==> src/hw/rtl/lsvc_pkg.sv <==
// Limit-switch valve controller: shared types and constants.
// Depends on nothing; imported by every module of the block.
`default_nettype none

package lsvc_pkg;

   localparam int CMD_W     = 2;
   localparam int TIME_W    = 32;
   localparam int REQ_PCT_W = 8;
   localparam int MODE_W    = 3;
   localparam int PCT_W     = 7;
   localparam int CSR_IDX_W = 1;
   localparam int CSR_DAT_W = 32;

   localparam logic [CMD_W-1:0] CMD_TICK  = 2'd0;
   localparam logic [CMD_W-1:0] CMD_OPEN  = 2'd1;
   localparam logic [CMD_W-1:0] CMD_CLOSE = 2'd2;
   localparam logic [CMD_W-1:0] CMD_SET   = 2'd3;

   localparam logic [MODE_W-1:0] MODE_UNKNOWN  = 3'd0;
   localparam logic [MODE_W-1:0] MODE_OPENING  = 3'd1;
   localparam logic [MODE_W-1:0] MODE_OPENED   = 3'd2;
   localparam logic [MODE_W-1:0] MODE_CLOSING  = 3'd3;
   localparam logic [MODE_W-1:0] MODE_CLOSED   = 3'd4;
   localparam logic [MODE_W-1:0] MODE_FLOATING = 3'd5;
   localparam logic [MODE_W-1:0] MODE_FAULTED  = 3'd6;

   localparam logic [CSR_IDX_W-1:0] CSR_OPEN_SWITCH_ABSENT = 1'd0;
   localparam logic [CSR_IDX_W-1:0] CSR_TRANSIT_TIMEOUT_MS = 1'd1;

   localparam logic [PCT_W-1:0]     FULL_OPEN        = 7'd100;
   localparam logic [REQ_PCT_W-1:0] FULL_OPEN_REQ    = 8'd100;
   localparam logic [TIME_W-1:0]    TIMEOUT_RESET_MS = 32'd5000;

   typedef struct packed {
      logic [CMD_W-1:0]     cmd;
      logic [TIME_W-1:0]    now_ms;
      logic                 open_switch;
      logic                 close_switch;
      logic [REQ_PCT_W-1:0] percent_request;
   } req_type;

   typedef struct packed {
      logic [MODE_W-1:0] valve_state;
      logic [PCT_W-1:0]  commanded_percent;
      logic              servo_write;
      logic [PCT_W-1:0]  servo_percent;
      logic              moving;
      logic              open_level;
      logic              close_level;
      logic              fault_both;
   } rsp_type;

   typedef struct packed {
      logic              open_switch_absent;
      logic [TIME_W-1:0] transit_timeout_ms;
   } cfg_type;

endpackage

`default_nettype wire

==> src/hw/rtl/lsvc_csr.sv <==
// Limit-switch valve controller: configuration registers.
// Depends on lsvc_pkg.
`default_nettype none

module lsvc_csr
   import lsvc_pkg::*;
(
   input  wire logic                 clock,
   input  wire logic                 reset,
   input  wire logic                 csr_valid,
   output logic                      csr_ready,
   input  wire logic [CSR_IDX_W-1:0] csr_index,
   input  wire logic [CSR_DAT_W-1:0] csr_data,
   output cfg_type                   cfg
);

   cfg_type cfg_ff;

   assign csr_ready = 1'b1;
   assign cfg       = cfg_ff;

   always_ff @(posedge clock) begin
      if (reset) begin
         cfg_ff.open_switch_absent <= 1'b0;
         cfg_ff.transit_timeout_ms <= TIMEOUT_RESET_MS;
      end else if (csr_valid) begin
         case (csr_index)
            CSR_OPEN_SWITCH_ABSENT: cfg_ff.open_switch_absent <= csr_data[0];
            CSR_TRANSIT_TIMEOUT_MS: cfg_ff.transit_timeout_ms <= csr_data[TIME_W-1:0];
            default: ;
         endcase
      end
   end

endmodule

`default_nettype wire

==> src/hw/rtl/lsvc_engine.sv <==
// Limit-switch valve controller: valve state registers and per-item update.
// Depends on lsvc_pkg.
`default_nettype none

module lsvc_engine
   import lsvc_pkg::*;
(
   input  wire logic    clock,
   input  wire logic    reset,
   input  wire logic    step,
   input  wire req_type req,
   input  wire cfg_type cfg,
   output rsp_type      rsp
);

   logic [MODE_W-1:0] mode_ff, mode_in;
   logic [PCT_W-1:0]  pct_ff, pct_in;
   logic              moving_ff, moving_in;
   logic              open_seen_ff, open_seen_in;
   logic              close_seen_ff, close_seen_in;
   logic              both_ff, both_in;
   logic [TIME_W-1:0] start_ff, start_in;

   logic [CMD_W-1:0]     cmd;
   logic [REQ_PCT_W-1:0] req_pct;
   logic [PCT_W-1:0]     clamp_pct;
   logic [TIME_W-1:0]    elapsed;
   logic                 timed_out;
   logic                 o_sw;
   logic                 c_sw;
   logic                 wr;
   logic [PCT_W-1:0]     sp;

   always_comb begin
      cmd     = req.cmd;
      req_pct = req.percent_request;
      if (cmd == CMD_OPEN && cfg.open_switch_absent) begin
         cmd     = CMD_SET;
         req_pct = FULL_OPEN_REQ;
      end
      clamp_pct = (req_pct > FULL_OPEN_REQ) ? FULL_OPEN : req_pct[PCT_W-1:0];
      o_sw      = req.open_switch & ~cfg.open_switch_absent;
      c_sw      = req.close_switch;
      elapsed   = req.now_ms - start_ff;
      timed_out = (elapsed >= cfg.transit_timeout_ms);

      mode_in       = mode_ff;
      pct_in        = pct_ff;
      moving_in     = moving_ff;
      open_seen_in  = open_seen_ff;
      close_seen_in = close_seen_ff;
      both_in       = both_ff;
      start_in      = start_ff;
      wr            = 1'b0;
      sp            = '0;

      case (cmd)
         CMD_TICK: begin
            open_seen_in  = o_sw;
            close_seen_in = c_sw;
            if (o_sw && c_sw) begin
               both_in   = 1'b1;
               moving_in = 1'b0;
               mode_in   = MODE_FAULTED;
            end else begin
               both_in = 1'b0;
               case (mode_ff)
                  MODE_OPENING: begin
                     if (o_sw) begin
                        mode_in   = MODE_OPENED;
                        moving_in = 1'b0;
                     end else if (timed_out) begin
                        mode_in   = MODE_FAULTED;
                        moving_in = 1'b0;
                     end
                  end
                  MODE_CLOSING: begin
                     if (c_sw) begin
                        mode_in   = MODE_CLOSED;
                        moving_in = 1'b0;
                     end else if (timed_out) begin
                        mode_in   = MODE_FAULTED;
                        moving_in = 1'b0;
                     end
                  end
                  MODE_OPENED: begin
                     if (!o_sw) mode_in = MODE_FLOATING;
                  end
                  MODE_CLOSED: begin
                     if (!c_sw) mode_in = MODE_FLOATING;
                  end
                  default: begin
                     if (o_sw)      mode_in = MODE_OPENED;
                     else if (c_sw) mode_in = MODE_CLOSED;
                  end
               endcase
            end
         end
         CMD_OPEN: begin
            if (mode_ff != MODE_OPENED && mode_ff != MODE_OPENING) begin
               mode_in   = MODE_OPENING;
               pct_in    = FULL_OPEN;
               moving_in = 1'b1;
               start_in  = req.now_ms;
               wr        = 1'b1;
               sp        = FULL_OPEN;
            end
         end
         CMD_CLOSE: begin
            if (mode_ff != MODE_CLOSED && mode_ff != MODE_CLOSING) begin
               mode_in   = MODE_CLOSING;
               pct_in    = '0;
               moving_in = 1'b1;
               start_in  = req.now_ms;
               wr        = 1'b1;
               sp        = '0;
            end
         end
         default: begin
            pct_in    = clamp_pct;
            mode_in   = MODE_FLOATING;
            moving_in = 1'b0;
            wr        = 1'b1;
            sp        = clamp_pct;
         end
      endcase

      rsp.valve_state       = mode_in;
      rsp.commanded_percent = pct_in;
      rsp.servo_write       = wr;
      rsp.servo_percent     = sp;
      rsp.moving            = moving_in;
      rsp.open_level        = open_seen_in;
      rsp.close_level       = close_seen_in;
      rsp.fault_both        = both_in;
   end

   always_ff @(posedge clock) begin
      if (reset) begin
         mode_ff       <= MODE_UNKNOWN;
         pct_ff        <= '0;
         moving_ff     <= 1'b0;
         open_seen_ff  <= 1'b0;
         close_seen_ff <= 1'b0;
         both_ff       <= 1'b0;
         start_ff      <= '0;
      end else if (step) begin
         mode_ff       <= mode_in;
         pct_ff        <= pct_in;
         moving_ff     <= moving_in;
         open_seen_ff  <= open_seen_in;
         close_seen_ff <= close_seen_in;
         both_ff       <= both_in;
         start_ff      <= start_in;
      end
   end

   a_moving_mode: assert property (@(posedge clock) disable iff (reset)
      moving_ff |-> (mode_ff == MODE_OPENING || mode_ff == MODE_CLOSING))
      else $error("movement flag set outside opening or closing");

   a_pct_range: assert property (@(posedge clock) disable iff (reset)
      pct_ff <= FULL_OPEN)
      else $error("commanded percent above full open");

   a_fault_mode: assert property (@(posedge clock) disable iff (reset)
      (step && req.cmd == CMD_TICK && both_in) |=> (mode_ff == MODE_FAULTED))
      else $error("both-switch fault did not fault the valve");

endmodule

`default_nettype wire

==> src/hw/rtl/limit_switch_valve_controller_unit.sv <==
// Limit-switch ball valve controller, top level.
// A request passes the input register and then the result register before its result is valid.
// Throughput: one item per cycle while rsp_stall is low; the state update is a single pass per item.
// Reset (synchronous, active high): mode unknown, status cleared, timeout 5000 ms.
// Depends on lsvc_pkg, lsvc_csr, lsvc_engine.
`default_nettype none

module limit_switch_valve_controller_unit
   import lsvc_pkg::*;
(
   input  wire logic                 clock,
   input  wire logic                 reset,
   input  wire logic                 req_valid,
   output logic                      req_stall,
   input  wire req_type              req_payload,
   output logic                      rsp_valid,
   input  wire logic                 rsp_stall,
   output rsp_type                   rsp_payload,
   input  wire logic                 csr_valid,
   output logic                      csr_ready,
   input  wire logic [CSR_IDX_W-1:0] csr_index,
   input  wire logic [CSR_DAT_W-1:0] csr_data
);

   logic    in_valid_ff;
   req_type in_item_ff;
   logic    out_valid_ff;
   rsp_type out_item_ff;
   logic    out_free;
   logic    step;
   cfg_type cfg;
   rsp_type result;

   assign out_free  = !out_valid_ff || !rsp_stall;
   assign step      = in_valid_ff && out_free;
   assign req_stall = in_valid_ff && !out_free;

   lsvc_csr u_csr (
      .clock     (clock),
      .reset     (reset),
      .csr_valid (csr_valid),
      .csr_ready (csr_ready),
      .csr_index (csr_index),
      .csr_data  (csr_data),
      .cfg       (cfg)
   );

   lsvc_engine u_engine (
      .clock (clock),
      .reset (reset),
      .step  (step),
      .req   (in_item_ff),
      .cfg   (cfg),
      .rsp   (result)
   );

   always_ff @(posedge clock) begin
      if (reset) begin
         in_valid_ff <= 1'b0;
      end else if (!req_stall) begin
         in_valid_ff <= req_valid;
      end
   end

   always_ff @(posedge clock) begin
      if (!req_stall && req_valid) begin
         in_item_ff <= req_payload;
      end
   end

   always_ff @(posedge clock) begin
      if (reset) begin
         out_valid_ff <= 1'b0;
      end else if (out_free) begin
         out_valid_ff <= step;
      end
   end

   always_ff @(posedge clock) begin
      if (step) begin
         out_item_ff <= result;
      end
   end

   assign rsp_valid   = out_valid_ff;
   assign rsp_payload = out_item_ff;

   a_servo_zero: assert property (@(posedge clock) disable iff (reset)
      (out_valid_ff && !out_item_ff.servo_write) |-> (out_item_ff.servo_percent == '0))
      else $error("servo percent set without servo write");

   a_stall_holds: assert property (@(posedge clock) disable iff (reset)
      (in_valid_ff && !out_free) |=> (in_valid_ff && $stable(in_item_ff)))
      else $error("input stage lost an item under backpressure");

   a_no_drop: assert property (@(posedge clock) disable iff (reset)
      (out_valid_ff && rsp_stall) |=> (out_valid_ff && $stable(out_item_ff)))
      else $error("result register changed while stalled");

endmodule

`default_nettype wire

==> config.mk <==
export PLATFORM = sky130hd
export DESIGN_NAME = limit_switch_valve_controller_unit
export DESIGN_NICKNAME = d
export VERILOG_FILES = /design/src/hw/rtl/lsvc_pkg.sv /design/src/hw/rtl/lsvc_csr.sv /design/src/hw/rtl/lsvc_engine.sv /design/src/hw/rtl/limit_switch_valve_controller_unit.sv
export SDC_FILE = /design/constraint.sdc
export NUM_CORES = 1
export LEC_CHECK = 0
export ABC_AREA = 1
export BUFFER_PORTS_ARGS = -buffer_cell sky130_fd_sc_hd__buf_2
export CORE_UTILIZATION = 60
export DETAILED_ROUTE_END_ITERATION = 8
export PLACE_DENSITY = 0.87
export SYNTH_ARGS = -nofsm -noshare
export SYNTH_HDL_FRONTEND = slang
export SYNTH_HIERARCHICAL = 1
export SYNTH_SLANG_ARGS = --single-unit
==> constraint.sdc <==
create_clock -name clock -period 9.1 [get_ports clock]
set_input_delay 1.365 -clock clock [delete_from_list [all_inputs] [get_ports clock]]
set_output_delay 1.365 -clock clock [all_outputs]
set_load 0.02 [all_outputs]
==> results.py, run 1 <==
metrics = {
    "floorplan": {
        "fp.dieH_um": 120,
        "start_util_pct": 62.2,
        "fp.dieArea_um2": 14400,
        "rows": 42,
        "io-pin-count": 107,
        "die_w_um": 120,
        "core_um2": 13400,
    },
    "layout": {
        "syn2layout_area_growth_pct": 13.9,
        "nets": 1258,
        "diodes": 0,
        "drive_above_1_share_pct": 16.9,
        "fin_util_pct": 70.9,
        "num-fill-cells": 1063,
    },
    "placed_design": {
        "place_congestion": 0.992,
        "io_buffer_count": 105,
        "hpwl_um": 13800,
    },
    "timing": {
        "hold_viol_final": 0,
        "maxSlewHeadroom_pct": 24.6,
        "rsz0062_at_grt": "false",
        "finalSetupViolations": 0,
        "finalMaxSlewViolations": 0,
        "post-route-period-util_pct": 44.0,
        "tightest_slew_ps": 1130,
        "worst_hold_slack_ps": 461,
        "fin_tns_setup_ps": 0,
        "timing.final.crit_period_ps": 4000,
        "fin_skew_ps": 16.4,
        "max_freq_ghz": 0.250,
    },
    "detailed_routing": {
        "drtPass1Iterations": 7,
        "first_iter_violations": 597,
        "post_drt_wl_per_cell_um": 14.9,
        "viasPerCell": 5.45,
        "wirelength_um": 19400,
        "vias": 7081,
        "final_antenna_net_count": 0,
        "drcViolationCount": 0,
    },
    "setup_path": {
        "critPathLaunch": "in_item_ff[10]",
        "worstPathArrival_ps": 4330,
        "reg2reg_depth": 26,
        "worstSetupStartpointType": "register",
        "regToRegSetupSlack_ps": 5100,
        "worstPathMaxFanout": 4,
        "r2r_end": "u_engine/mode_ff[2]",
        "path_class": "reg2reg",
        "regToRegStartpoint": "in_item_ff[10]",
        "critPathCaptureType": "register",
        "required_ps": 9430,
    },
    "logic_synthesis": {
        "postSynthAreaPerCell_um2": 8.22,
        "yosysSeqAreaShare_pct": 43.2,
        "syn_area_um2": 8340,
        "synth_nets": 1160,
        "netlist-cell-type-count": 52,
        "ys_ff_latch": 147,
        "netlist_instances": 1014,
        "yosys_warnings": 6,
    },
    "power": {
        "vdd_ir_drop_max_uv": 178,
        "switching_share_pct": 30.0,
        "cellInternalPower_mw": 1.32,
        "clkPwrFrac_pct": 38.5,
        "p_per_area_nw_per_um2": 199,
        "p_leak_nw": 4.33,
        "p_seq_share_pct": 40.0,
        "switchingPower_mw": 0.566,
        "totalPowerFinal_mw": 1.89,
        "comb_power_share_pct": 21.5,
    },
    "clocking": {
        "postCtsSetupBuffers": 0,
        "postCtsHoldBufs": 0,
        "clk_pin_slew_ps": 70,
        "cts_root_buf": "clkbuf_16",
        "cts_resized": 0,
        "insertion_delay_ps": 440,
        "cts_num_sinks": 147,
        "cts_tree": "yes",
        "clockBufferDepth": 2,
        "cts_buffers": 17,
        "htree_levels": 4,
    },
    "grt": {
        "gr-usage-all-layers_pct": 27.9,
        "grt.overflow.total": 0,
        "antenna_found_initial": 0,
        "grt_pass1_vias": 6820,
        "grt_pass1_wl_um": 31100,
        "grt_start_max_net_pins": 63,
    },
    "worst_hold_path": {
        "hp-class": "reg2reg",
        "whs_endpoint": "u_engine/start_ff[15]",
        "holdPathStages": 2,
        "min_from": "u_engine/start_ff[15]",
    },
    "run": {
        "max_cap_violations": 0,
    },
    "outcome": {
        "outcome": "finished, final reports clean",
    },
}
==> final cells by class <==
| class | instances | area [µm²] | share of cell area [%] |
|---|---|---|---|
| multi-input cells | 671 | 3900 | 41.1 |
| flip-flops and latches | 147 | 3600 | 37.9 |
| inverters | 169 | 639 | 6.73 |
| repair buffers | 106 | 533 | 5.61 |
| clock buffers | 18 | 429 | 4.52 |
| well taps | 176 | 220 | 2.32 |
| clock inverters | 13 | 171 | 1.81 |
==> through the flow <==
step | setup WS, ps | std cells | area [µm²]
3_3_place_gp | 5320 | 1269 | 8890
3_5_place_dp | 5260 | 1269 | 8890
4_1_cts | 5170 | 1300 | 9500
6_report | 5100 | 1300 | 9500
5_1_grt | 4860 | 1300 | 9500
2_1_floorplan | 5200 | 1014 | 8340
==> flip-flops by register name, summed over array words and instances, names as in the netlist, 3 cells and up <==
signal             count
rsp_payload           22
u_engine/mode_ff       3
in_item_ff            44
u_engine/pct_ff        7
u_engine/start_ff     32
u_csr/cfg             33
==> logic make-up (layout without fill, tap and decap cells) <==
logic type               Yosys count  after routing  synth area share [%]
AO/OA/AOI/OAI                    236            236                  16.7
AND/OR/NAND/NOR                  345            345                  17.5
adder cells (fa/ha/maj)           64             64                  9.70
flip-flops                       147            147                  43.2
XOR/XNOR                          25             25                  2.63
buffers and inverters            196            306                  10.1
other                              1              1                0.0450
==> routing by layer <==
metal	part of all wire (%)	routed length (µm)	vias to the layer above	track usage (%)
met2	49	9580	257	48.4
li1	-	-	3537	-
met3	6.0	1170	44	6.75
met4	2.8	540	0	12.8
met1	42	8090	3243	32.3
met5	0	0	-	0
==> layout by cell type (no fill, tap or decap), drive strengths merged, types with 4 or more instances in the layout <==
cell    Yosys  routed
nand4       9       9
a21boi      5       5
o31ai       5       5
ha         63      63
nor2      126     126
buf        18     106
clkbuf      9      18
nand2     171     171
o21ai     102     102
a21oi      91      91
nand3      32      32
clkinv      1       4
o21a        5       5
inv       168     174
xor2       18      18
nor3        4       4
dfxtp      81      81
edfxtp     66      66
xnor2       7       7
a21o        8       8
a31oi       6       6
==> cell usage after synthesis (all sizes together) <==
library cell / n / area share, %
nand2: 171 / 8.1
inv: 168 / 7.6
nor2: 126 / 5.8
o21ai: 102 / 6.3
a21oi: 91 / 6.0
dfxtp: 81 / 19
edfxtp: 66 / 24
ha: 63 / 9.5
nand3: 32 / 2.3
buf: 18 / 2.0
xor2: 18 / 1.9
clkbuf: 9 / 0.42
nand4: 9 / 0.68
a21o: 8 / 0.72
xnor2: 7 / 0.74
a31oi: 6 / 0.45
a21boi: 5 / 0.50
o21a: 5 / 0.45
o31ai: 5 / 0.86
nor3: 4 / 0.36
a221oi: 3 / 0.32
o211ai: 3 / 0.27
o21bai: 3 / 0.36
o22ai: 2 / 0.15
or2: 2 / 0.15
a211oi: 1 / 0.090
and3: 1 / 0.075
clkinv: 1 / 0.045
conb: 1 / 0.045
fa: 1 / 0.24
o2bb2ai: 1 / 0.11
o311ai: 1 / 0.11
==> worst max-delay path by stage <==
stage | slack, ps | end
after floorplan | 5200 | u_engine/close_seen_ff
after global placement | 5320 | u_engine/mode_ff[2]
after detailed placement | 5260 | rsp_payload[21]
after CTS | 5170 | u_engine/mode_ff[2]
after global routing | 4860 | u_engine/mode_ff[2]
final | 5100 | u_engine/mode_ff[2]
==> worst max-delay path, cell delays in order (launching register included) <==
cell	delay, ps
edfxtp_1	350
inv_1	80
ha_1	140
inv_1	60
fa_1	410
nand3_1	100
nand2_1	100
a21oi_2	280
o21ai_2	120
a21oi_2	210
o21ai_1	160
xor2_1	290
ha_1	290
nand2_1	60
inv_1	40
nand2_1	70
nand2_1	50
nand2_1	50
nand2_1	50
a21oi_1	350
nand3_1	130
nand2_1	80
nand3_1	70
nand2_1	90
nand3_1	80
nand2_1	110
inv_1	60
==> power by group through the flow <==
stage | combinational [mW] | clock, mW | sequential (mW)
3_5_place_dp | 0.392 | 0 | 0.769
6_report | 0.405 | 0.726 | 0.756
3_3_place_gp | 0.381 | 0 | 0.768
2_1_floorplan | 0.293 | 0 | 0.771
5_1_grt | 0.455 | 0.760 | 0.759
4_1_cts | 0.400 | 0.731 | 0.756
Note: power is estimated with default switching activity, not from simulation.
==> run 2: changes to the inputs <==
--- a/config.mk
+++ b/config.mk
@@ -7,9 +7,9 @@
 export LEC_CHECK = 0
 export ABC_AREA = 1
 export BUFFER_PORTS_ARGS = -buffer_cell sky130_fd_sc_hd__buf_2
-export CORE_UTILIZATION = 60
+export CORE_UTILIZATION = 59
 export DETAILED_ROUTE_END_ITERATION = 8
-export PLACE_DENSITY = 0.87
+export PLACE_DENSITY = 0.86
 export SYNTH_ARGS = -nofsm -noshare
 export SYNTH_HDL_FRONTEND = slang
 export SYNTH_HIERARCHICAL = 1
==> constraint.sdc (replaced) <==
create_clock -name clock -period 4 [get_ports clock]
set_input_delay 0.6 -clock clock [delete_from_list [all_inputs] [get_ports clock]]
set_output_delay 0.6 -clock clock [all_outputs]
set_load 0.02 [all_outputs]
==> results.py, run 2 (synthesis gave the netlist of run 1 again) <==
metrics = {
    "setup_path": {
        "path_depth": 28,
        "worstPathArrival_ps": 4060,
        "crit_family": "simple AND/OR/NAND/NOR gates",
        "critPathBufInv": 4,
        "crit_top_cell": "nand2_1",
        "path_class": "reg2reg",
        "worstSetupStartpointType": "register",
        "critPathCaptureType": "register",
        "reg2reg_depth": 28,
        "cpPeakStageDelay_ps": 390,
        "cp_slowest_cell": "fa_1",
        "worstPathMaxFanout": 4,
        "required_ps": 4340,
    },
    "floorplan": {
        "rows": 43,
        "io-pin-count": 107,
        "start_util_pct": 60.3,
        "fp.dieH_um": 121,
        "core_um2": 13800,
        "fp.dieArea_um2": 14600,
        "die_w_um": 121,
    },
    "timing": {
        "finalSetupViolations": 0,
        "finalMaxSlewViolations": 0,
        "maxSlewHeadroom_pct": 27.0,
        "worst_hold_slack_ps": 324,
        "post-route-period-util_pct": 93.0,
        "max_freq_ghz": 0.269,
        "fin_skew_ps": 17.1,
        "timing.final.crit_period_ps": 3720,
        "hold_viol_final": 0,
        "tightest_slew_ps": 1090,
    },
    "power": {
        "vdd_ir_drop_max_uv": 352,
        "p_leak_nw": 4.34,
        "p_per_area_nw_per_um2": 444,
    },
    "worst_hold_path": {
        "hp-class": "in2reg",
        "holdPathStages": 1,
    },
    "grt": {
        "grt.overflow.total": 0,
        "grt_pass1_wl_um": 30600,
        "gr-usage-all-layers_pct": 27.0,
        "grt_pass1_vias": 6579,
        "antenna_found_initial": 0,
        "grt_start_max_net_pins": 63,
    },
    "layout": {
        "multi_input_area_um2": 3920,
        "top_register": "in_item_ff",
        "final_cell_mix": "nand2_1, inv_1, nor2_1, buf_2, dfxtp_1",
        "fin_util_pct": 69.0,
        "largest_reg_flops": 44,
        "drive_above_1_share_pct": 17.2,
        "regArea_um2": 3600,
        "syn2layout_area_growth_pct": 14.4,
        "nets": 1259,
        "layout_commonest_cell": "nand2_1",
        "num-fill-cells": 1083,
        "diodes": 0,
    },
    "placed_design": {
        "place_congestion": 0.929,
        "io_buffer_count": 105,
        "hpwl_um": 13600,
    },
    "detailed_routing": {
        "wirelength_um": 18700,
        "drtPass1Iterations": 7,
        "first_iter_violations": 428,
        "final_antenna_net_count": 0,
        "drcViolationCount": 0,
        "post_drt_wl_per_cell_um": 14.3,
        "viasPerCell": 5.33,
        "vias": 6962,
    },
    "clocking": {
        "cts_buffers": 17,
        "clk_pin_slew_ps": 70,
        "cts_root_buf": "clkbuf_16",
        "cts_tree": "yes",
        "insertion_delay_ps": 450,
        "cts_num_sinks": 147,
        "clockBufferDepth": 2,
        "htree_levels": 4,
    },
    "run": {
        "max_cap_violations": 0,
    },
    "outcome": {
        "outcome": "finished, final reports clean",
    },
}
run 2: cell count changes in the layout (fill, tap and decap cells not counted), sizes merged:
cell / previous run / this run
buf: 106 / 107
clkinv: 4 / 10
inv: 174 / 173
clkbuf: 18 / 17
bufinv: 3 / 0
run 2: final timing paths:
check / start / end / slack [ps]
setup / recovery: in_item_ff[10] / u_engine/moving_ff / 280
hold / removal: req_payload[0] / in_item_ff[0] / 320
setup reg to reg: in_item_ff[10] / u_engine/moving_ff / 280
hold reg to reg: u_engine/start_ff[13] / u_engine/start_ff[13] / 460
run 2: routing by layer:
layer	track usage [%]	share of wire, %	up-vias
li1	-	-	3546
met1	32.6	43	3183
met2	45.4	48	193
met3	6.20	5.9	40
met4	12.9	3.0	0
met5	0	0	-
run 2: timing repair:
action,in CTS,in global routing
gates resized for setup,0,3
setup endpoints to repair,0,7
hold buffers,0,0
setup buffers,0,0
run 2: area by class of cell:
type | instances | share of cell area, %
clock buffer | 17 | 4.46
inverter | 169 | 6.70
multi-input combinational | 671 | 41.1
tap | 180 | 2.36
sequential | 147 | 37.8
timing repair buffer | 107 | 5.67
clock inverter | 15 | 1.94
run 2: metrics by stage:
stage / setup slack, ps / setup TNS (ps) / total power, mW / cell area (µm²) / cells
global placement: 374 / 0 / 2.61 / 8910 / 1274
CTS: 238 / 0 / 4.23 / 9520 / 1306
detailed placement: 259 / 0 / 2.64 / 8910 / 1274
finish: 279 / 0 / 4.23 / 9540 / 1306
floorplan: 762 / 0 / 2.42 / 8340 / 1014
global route: -0.410 / -0.410 / 4.45 / 9540 / 1306
run 2: report_power, final:
part / internal (mW) / total (mW) / switching (mW)
clock network: 0.844 / 1.59 / 0.748
registers: 1.67 / 1.72 / 0.0482
logic: 0.347 / 0.922 / 0.575
total: 2.86 / 4.23 / 1.37
